[src/rtl/sorted_key_table_top_macros.svh]
// Assertion macros for the sorted key table.
// Included by the top level; depends on nothing else.
`ifndef SORTED_KEY_TABLE_TOP_MACROS_SVH
`define SORTED_KEY_TABLE_TOP_MACROS_SVH

// Same-cycle implication, disabled while reset is asserted.
`define SKT_ASSERT_IMPL(label, clk, rst_n, ante, cons, msg) \
	label: assert property (@(posedge clk) disable iff (!rst_n) (ante) |-> (cons)) \
	else $error(msg);

// Next-cycle implication, disabled while reset is asserted.
`define SKT_ASSERT_NEXT(label, clk, rst_n, ante, cons, msg) \
	label: assert property (@(posedge clk) disable iff (!rst_n) (ante) |=> (cons)) \
	else $error(msg);

`endif

[src/rtl/skt_pkg.sv]
// Shared types and constants for the sorted key table.
// Used by skt_cell and sorted_key_table_top; depends on nothing.
`timescale 1ns / 1ps

package skt_pkg;

	localparam int DEFAULT_TABLE_DEPTH = 64;
	localparam int KEY_W = 32;
	localparam int HANDLE_W = 32;
	localparam int CMD_W = 2;
	localparam int STATUS_W = 3;
	localparam int ENTRY_COUNT_W = 7;

	typedef enum logic [CMD_W-1:0] {
		CMD_INSERT = 2'd0,
		CMD_SEARCH = 2'd1,
		CMD_DELETE = 2'd2
	} cmd_t;

	typedef enum logic [STATUS_W-1:0] {
		ST_INSERTED  = 3'd0,
		ST_DUPLICATE = 3'd1,
		ST_FULL      = 3'd2,
		ST_FOUND     = 3'd3,
		ST_NOT_FOUND = 3'd4,
		ST_DELETED   = 3'd5
	} status_t;

	// Shift operation broadcast to every cell of the chain.
	typedef enum logic [1:0] {
		OP_NONE   = 2'd0,
		OP_INSERT = 2'd1,
		OP_DELETE = 2'd2
	} op_t;

	typedef enum logic [1:0] {
		FSM_IDLE  = 2'd0,
		FSM_CMP   = 2'd1,
		FSM_APPLY = 2'd2
	} state_t;

	// Contents of one cell, also what a cell hands to its neighbors.
	typedef struct packed {
		logic                valid;
		logic [KEY_W-1:0]    key;
		logic [HANDLE_W-1:0] handle;
	} cell_data_t;

	// Broadcast control from the sequencer to all cells.
	typedef struct packed {
		logic                cmp_en;
		op_t                 op;
		logic [KEY_W-1:0]    key;
		logic [HANDLE_W-1:0] handle;
	} cell_ctrl_t;

endpackage

[src/rtl/skt_cell.sv]
// One slot of the sorted key chain: holds a record, compares it to the
// broadcast key and shifts in from a neighbor. Depends on skt_pkg.
`timescale 1ns / 1ps

module skt_cell (
	input  logic                clk,
	input  logic                arst_n,
	input  skt_pkg::cell_ctrl_t ctrl,
	input  skt_pkg::cell_data_t left,
	input  logic                left_lt,
	input  skt_pkg::cell_data_t right,
	output skt_pkg::cell_data_t data,
	output logic                lt,
	output logic                eq
);

	logic                         valid_q;
	logic [skt_pkg::KEY_W-1:0]    key_q;
	logic [skt_pkg::HANDLE_W-1:0] handle_q;
	skt_pkg::cell_data_t          cur;
	skt_pkg::cell_data_t          nxt;
	logic                         lt_c;
	logic                         eq_c;
	logic                         lt_q;
	logic                         eq_q;

	// Stored record as seen by the compare and shift logic.
	always_comb begin
		cur.valid  = valid_q;
		cur.key    = key_q;
		cur.handle = handle_q;
	end

	// Signed compare of the stored key against the broadcast key.
	always_comb begin
		lt_c = cur.valid && ($signed(cur.key) < $signed(ctrl.key));
		eq_c = cur.valid && (cur.key == ctrl.key);
	end

	always_ff @(posedge clk or negedge arst_n) begin
		if (!arst_n) begin
			lt_q <= 1'b0;
			eq_q <= 1'b0;
		end else if (ctrl.cmp_en) begin
			lt_q <= lt_c;
			eq_q <= eq_c;
		end
	end

	// Cells at or past the target slot shift right on insert, left on delete.
	// The first cell not below the key takes the new record on insert.
	always_comb begin
		nxt = cur;
		case (ctrl.op)
			skt_pkg::OP_INSERT: begin
				if (!lt_q) begin
					if (left_lt) begin
						nxt.valid  = 1'b1;
						nxt.key    = ctrl.key;
						nxt.handle = ctrl.handle;
					end else begin
						nxt = left;
					end
				end
			end
			skt_pkg::OP_DELETE: begin
				if (!lt_q) begin
					nxt = right;
				end
			end
			default: begin
				nxt = cur;
			end
		endcase
	end

	always_ff @(posedge clk or negedge arst_n) begin
		if (!arst_n) begin
			valid_q <= 1'b0;
		end else begin
			valid_q <= nxt.valid;
		end
	end

	// Record payload carries no reset; an invalid slot is never read.
	always_ff @(posedge clk) begin
		key_q    <= nxt.key;
		handle_q <= nxt.handle;
	end

	assign data = cur;
	assign lt   = lt_q;
	assign eq   = eq_q;

endmodule

[config.mk]
export PLATFORM = sky130hd
export DESIGN_NAME = skt_cell
export DESIGN_NICKNAME = d
export VERILOG_FILES = /design/src/rtl/sorted_key_table_top_macros.svh /design/src/rtl/skt_pkg.sv /design/src/rtl/skt_cell.sv
export SDC_FILE = /design/constraint.sdc
export NUM_CORES = 1
export LEC_CHECK = 0
export BUFFER_PORTS_ARGS = -buffer_cell sky130_fd_sc_hd__buf_2
export CAP_MARGIN = 20
export CORE_AREA = 2 2 105 107
export CTS_CLUSTER_SIZE = 40
export DETAILED_ROUTE_END_ITERATION = 8
export DIE_AREA = 0 0 107 109
export GPL_ROUTABILITY_DRIVEN = 0
export PLACE_DENSITY = 0.73
export SLEW_MARGIN = 10
export SYNTH_ARGS = -nofsm -noshare
export SYNTH_HDL_FRONTEND = slang
export SYNTH_SLANG_ARGS = --single-unit
[constraint.sdc]
create_clock -name clk -period 4.44 [get_ports clk]
set_input_delay 0.444 -clock clk [delete_from_list [all_inputs] [get_ports clk]]
set_output_delay 0.444 -clock clk [all_outputs]
set_load 0.03 [all_outputs]
==> results of run 1 <==
per-stage QoR:
stage | cell area, µm² | power, µW | util | setup WS, ns | hold slack, ns
finish | 5840 | 2120 | 0.550 | 2.16 | 0.385
global placement | 5650 | 1700 | 0.533 | 2.01 | 0.260
CTS | 5840 | 2150 | 0.550 | 2.15 | 0.363
floorplan | 4180 | 1430 | - | 0.529 | 0.148
global route | 5840 | 2250 | 0.550 | 2.04 | 0.375
detailed placement | 5670 | 1720 | 0.534 | 1.97 | 0.254
cells by family after synthesis:
family | share of synthesized area
compound gates | 0.115
xor+xnor | 0.00210
fa+ha+maj | 0.0959
buf+inv | 0.0518
flops | 0.478
mux | 0.159
simple gates | 0.0983
worst max-delay path, delay by kind of cell, from the launching register on:
family	cells	cell delay [ns]
AO/OA/AOI/OAI	5	1.04
AND/OR/NAND/NOR	1	0.42
adder cells (fa/ha/maj)	1	0.31
flip-flops	1	0.39
registers in the layout, indices dropped and copies added, names as in the netlist:
| register | flops |
|---|---|
| valid_q | 1 |
| lt | 1 |
| key_q | 32 |
| eq | 1 |
| handle_q | 32 |
cells in the final DEF (no fill, tap or decap), types with 2 or more instances in the layout:
master    instances
clkinv_1          2
inv_1            34
o21ai_0           2
buf_12            2
nand3_1           5
dfrtp_1           3
clkbuf_8          9
ha_1             32
a221oi_1          2
mux2_2            2
nand2_1          72
edfxtp_1         64
buf_4             3
mux2i_1          64
a21oi_1          13
nand4_1           5
nor2_1            3
buf_2           265
o21ai_1          66
clkinv_2          4
a21o_1            2
cell type report:
| class | instances | area, µm² |
|---|---|---|
| clock inverter | 7 | 35.0 |
| multi-input combinational | 283 | 1980 |
| timing repair buffer | 271 | 1400 |
| clock buffer | 9 | 124 |
| tap | 140 | 175 |
| fill | 975 | 4770 |
| sequential | 67 | 2000 |
| inverter | 34 | 128 |
worst max path at each step:
stage / cells after the start / start / slack, ns / to
after floorplan: 3 / ctrl[64] / 0.53 / valid_q
after global placement: 9 / ctrl[49] / 2.01 / lt
after detailed placement: 9 / ctrl[49] / 1.97 / lt
after CTS: 7 / key_q[17] / 2.15 / lt
after global routing: 7 / key_q[17] / 2.04 / lt
final: 7 / key_q[17] / 2.16 / lt
per-layer routing:
layer | up-vias | track usage | part of all wire
li1 | 1980 | - | -
met1 | 1759 | 0.218 | 0.39
met2 | 160 | 0.348 | 0.52
met3 | 13 | 0.0526 | 0.073
met4 | 0 | 0.0696 | 0.012
met5 | - | 0 | 0
power by group:
group,total [µW],switching [µW],internal (µW)
Sequential,912,55.8,857
Combinational,784,513,271
Clock,426,231,195
Total,2120,800,1320
==> results.yml, run 1 <==
timing:
  clock_skew_ns: 0.00687
  hold_viol_final: 0
  finalSetupTns_ns: 0
  maxSlewViolCount: 0
  max_freq_mhz: 438
  setup_viol: 0
  worst_pin_slew_ns: 1.08
  slew_headroom: 0.280
  rsz0062_at_grt: "false"
  finalCritPeriodShare: 0.514
  period_needed_ns: 2.28
global_route:
  grt_pass1_vias: 3902
  grtUsageTotal: 0.192
  grt_max_degree: 68
  grt_pass1_wl_mm: 17.4
  antenna_found_initial: 0
  overflow: 0
clock_tree:
  cts_tree: "done"
  hold_buffers: 1
  clock_sinks: 67
  htreeDepth: 3
  clock_latency_ns: 0.34
  root_buffer: "clkbuf_8"
  cts_made_buffers: 9
  clkTransAtPathRegs_ns: 0.07
  cts-resized-gates: 0
  clockBufferDepth: 2
  cts_setup_buffers: 0
setup_path:
  r2r-start: "key_q[17]"
  startpoint_type: "flop"
  worstReg2RegEnd: "lt"
  r2r_cells: 7
  crit_fanout: 2
  cpMaxStageDelayCell: "or4_4"
  critPathKind: "reg -> reg"
  cp.arrival_ns: 2.50
  path_cells: "ha_1 -> a21o_1 -> a221o_1 -> a22o_1 -> or4_4 -> a41oi_2 -> o31ai_1"
  ff2ff_setup_slack_ns: 2.16
  max_stage_delay_ns: 0.42
  endpoint_kind: "flop"
  critPathRequiredTime_ns: 4.65
worst_hold_path:
  worst_hold_startpoint: "right[14]"
  worstHoldEndpoint: "handle_q[14]"
  whs_path_depth: 3
  hold_path.class: "in -> reg"
finish:
  final_cells: 811
  area_delta_synth_final_pct: 39.7
  drive_gt1_frac: 0.434
  fin_nets: 898
  antenna_cells: 0
floorplanning:
  dieArea_um2: 11700
  rows: 38
  core_um2: 10600
  die-width_um: 107
  start_util: 0.394
  io_pins: 267
  die_h_um: 109
drt:
  via_per_inst: 4.82
  drt_iter0_markers: 196
  first_pass_iters: 5
  post_drt_wl_per_cell_um: 14.0
  wl_mm: 11.4
  ant_nets: 0
  vias: 3912
  drc_errors: 0
logic_synthesis:
  yosysSeqAreaShare: 0.478
  synth_common_cells: "nand2_1, o21ai_1, edfxtp_1, mux2i_1, inv_1"
  synth_edf_count: 64
  ys_ff_latch: 67
  syn-num-nets: 638
  synthesis.area_um2: 4180
  netlist_instances: 406
  synth_area_leaders: "edfxtp_1, mux2i_1, ha_1"
  synth.top_cell.area_share: 0.460
  yosysUniqueCellTypes: 32
  avgSynthCellArea_um2: 10.3
  ys.flop_type: "edfxtp_1"
  synth.largest_area_cell: "edfxtp_1"
  yosys.cell_count.top_type: "nand2_1"
  ys_async_sr_fraction: 0.0448
  ys_warn_count: 0
placement:
  hpwl_mm: 9.10
  portBuffers: 266
  dpl.cell_count: 794
power_and_ir_drop:
  leakage_uw: 0.00293
  p_per_area_nw_per_um2: 364
  peakVddDrop_v: 0.000181
run:
  cap_violations: 0
status:
  status: "completed"
(Power assumes the default switching activity.)
==> inputs of run 2 (changes only) <==
--- a/config.mk
+++ b/config.mk
@@ -5,14 +5,15 @@
 export SDC_FILE = /design/constraint.sdc
 export NUM_CORES = 1
 export LEC_CHECK = 0
+export ABC_AREA = 1
 export BUFFER_PORTS_ARGS = -buffer_cell sky130_fd_sc_hd__buf_2
 export CAP_MARGIN = 20
-export CORE_AREA = 2 2 105 107
+export CORE_MARGIN = 2
+export CORE_UTILIZATION = 41
 export CTS_CLUSTER_SIZE = 40
 export DETAILED_ROUTE_END_ITERATION = 8
-export DIE_AREA = 0 0 107 109
 export GPL_ROUTABILITY_DRIVEN = 0
-export PLACE_DENSITY = 0.73
+export PLACE_DENSITY = 0.75
 export SLEW_MARGIN = 10
 export SYNTH_ARGS = -nofsm -noshare
 export SYNTH_HDL_FRONTEND = slang
==> constraint.sdc (replaced) <==
create_clock -name clk -period 1.9 [get_ports clk]
set_input_delay 0.19 -clock clk [delete_from_list [all_inputs] [get_ports clk]]
set_output_delay 0.19 -clock clk [all_outputs]
set_load 0.03 [all_outputs]
==> run 2 against run 1 <==
Critical path type unchanged. Count of clock-buffer cells in the layout increased by 1. Cell area increased by 9.0%. Setup slack got worse by 1.9 ns. Clock power increased to 3.6 times the previous value. Final cell count increased by 14%. Highest routed layer unchanged. Total power increased by 140%. Largest cell class is now multi-input combinational cells. Core utilization increased by 2.9 points. Sequential power increased by 120%.
==> results.yml, run 2 <==
logic_synthesis:
  syn-num-nets: 751
  yosys.cell_count.top_type: "nand2_1"
  synth.top_cell.area_share: 0.413
  yosysUniqueCellTypes: 28
  netlist_instances: 519
  synth_area_leaders: "edfxtp_1, nand2_1, ha_1"
  ys_warn_count: 0
  synth_common_cells: "nand2_1, inv_1, edfxtp_1"
  synth_edf_count: 64
  ys.flop_type: "edfxtp_1"
  ys_async_sr_fraction: 0.0448
  yosysSeqAreaShare: 0.429
  synth.largest_area_cell: "edfxtp_1"
  ys_ff_latch: 67
  synthesis.area_um2: 4660
  avgSynthCellArea_um2: 8.97
floorplanning:
  dieArea_um2: 12200
  start_util: 0.424
  core_um2: 11000
  rows: 38
  io_pins: 267
  die-width_um: 111
  die_h_um: 111
timing:
  slew_headroom: 0.752
  worst_pin_slew_ns: 0.372
  finalSetupTns_ns: 0
  finalCritPeriodShare: 0.874
  setup_viol: 0
  hold_viol_final: 0
  maxSlewViolCount: 0
  period_needed_ns: 1.66
  rsz0062_at_grt: "false"
  clock_skew_ns: 0.00701
  max_freq_mhz: 602
  fin_hold_ws_ns: 0.146
placement:
  portBuffers: 266
  dpl.cell_count: 907
  place_area_um2: 6080
  hpwl_mm: 10.2
global_route:
  antenna_found_initial: 1
  grt_max_degree: 50
  grt_pass1_wl_mm: 20.5
  overflow: 0
  grtUsageTotal: 0.209
  grt_pass1_vias: 4412
setup_path:
  path_cells: "ha_1 -> nand2_1 -> nor2_1 -> nand4_1 -> nor2_1 -> nand2_1 -> nand2_1 -> nand2_1 -> nand3_1 -> nand2_1"
  critPathRequiredTime_ns: 2.11
  startpoint_type: "flop"
  crit_fanout: 2
  crit_top_cell: "nand2_1"
  max_stage_delay_ns: 0.41
  endpoint_kind: "flop"
  crit_start: "key_q[23]"
  critPathKind: "reg -> reg"
  cp.arrival_ns: 1.87
  cpMaxStageDelayCell: "edfxtp_1"
  r2r-start: "key_q[23]"
drt:
  wl_mm: 12.7
  drc_errors: 0
  via_per_inst: 4.72
  drt_iter0_markers: 199
  post_drt_wl_per_cell_um: 13.7
  first_pass_iters: 4
  vias: 4366
  ant_nets: 0
finish:
  final_area_um2: 6360
  layout.cells.most_common: "buf_2"
  fin_nets: 1011
  final_cells: 925
  area_delta_synth_final_pct: 36.6
  mostFrequentLayoutCells: "buf_2, nand2_1, inv_1, edfxtp_1, nor2_1"
  drive_gt1_frac: 0.452
  top_regs: "handle_q x32, key_q x32"
power_and_ir_drop:
  power.total_uw: 5130
  p_per_area_nw_per_um2: 806
  peakVddDrop_v: 0.000404
  leakage_uw: 0.00333
worst_hold_path:
  worst_hold_startpoint: "ctrl[66]"
  hold_path.class: "in -> reg"
clock_tree:
  clock_sinks: 67
  clock_latency_ns: 0.33
  cts_tree: "done"
  cts_made_buffers: 9
  clockBufferDepth: 2
  clkTransAtPathRegs_ns: 0.06
  root_buffer: "clkbuf_16"
  htreeDepth: 3
status:
  status: "completed"
run:
  cap_violations: 0
==> run 2: cell types whose count changed in the layout (fill, tap and decap cells not counted), moves of 25 or more <==
cell and change:
nand2_1 +70, mux2i_1 -64, o21ai_1 -59, inv_1 +47
nor2_1 +38, a31oi_1 +33, o211ai_2 +31, o21ai_2 +25
==> run 2: repair_timing <==
| item | CTS | global route |
|---|---|---|
| endpoints found under the setup margin | 0 | 0 |
| hold buffers | 1 | 0 |
| buffers inserted | 0 | 0 |
| gates resized for setup | 0 | 0 |
| hold endpoints to repair | 3 | 0 |
==> run 2: cell families after synthesis <==
logic type | Yosys count | synth area share
DFF | 67 | 0.429
muxes | 1 | 0.00242
and+or+nand+nor | 191 | 0.157
buffers and inverters | 112 | 0.118
AOI/OAI and AO/OA | 116 | 0.208
adders and majority gates | 32 | 0.0860
==> run 2: path summary, 6_finish.rpt <==
| kind | end | depth (start not counted) | slack [ns] |
|---|---|---|---|
| min in group asynchronous | valid_q | 2 | 0.20 |
| max in group asynchronous | eq | 2 | 1.58 |
| worst max register to register | lt | 10 | 0.24 |
| worst min-delay path | lt | 4 | 0.15 |
| worst min register to register | eq | 1 | 0.50 |
| worst max-delay path | lt | 10 | 0.24 |
==> run 2: stage by stage <==
stage          worst slack [ns]  utilization
6_report                  0.240        0.579
5_1_grt                  0.0564        0.579
4_1_cts                   0.197        0.579
3_5_place_dp              0.209        0.553
3_3_place_gp              0.260        0.553
2_1_floorplan            -0.308            -
==> run 2: layout make-up <==
class | instances | area, µm²
multi-input cells | 340 | 2120
diodes | 1 | 2.50
repair buffers | 279 | 1480
clock inverters | 6 | 42.5
clock buffers | 10 | 229
well taps | 140 | 175
fillers | 1032 | 4620
flip-flops and latches | 67 | 2000
inverters | 82 | 310
==> run 2: per-layer routing <==
| metal | routed length (µm) | vias up | GRT usage |
|---|---|---|---|
| met2 | 6500 | 163 | 0.382 |
| li1 | - | 2265 | - |
| met1 | 4880 | 1918 | 0.225 |
| met4 | 248 | 0 | 0.0725 |
| met5 | 0 | - | 0 |
| met3 | 1040 | 20 | 0.0681 |
==> run 2: worst max-delay path: cells and delay by family (launching register included) <==
| family | cells | cell delay [ns] |
|---|---|---|
| DFF | 1 | 0.41 |
| adders and majority gates | 1 | 0.31 |
| and+or+nand+nor | 9 | 0.84 |
==> run 2: power breakdown <==
group	total (µW)	switching, µW	leakage [µW]	internal, µW
registers	1990	83.6	0.000644	1900
clock network	1520	635	0.000128	882
logic	1630	1040	0.00255	581
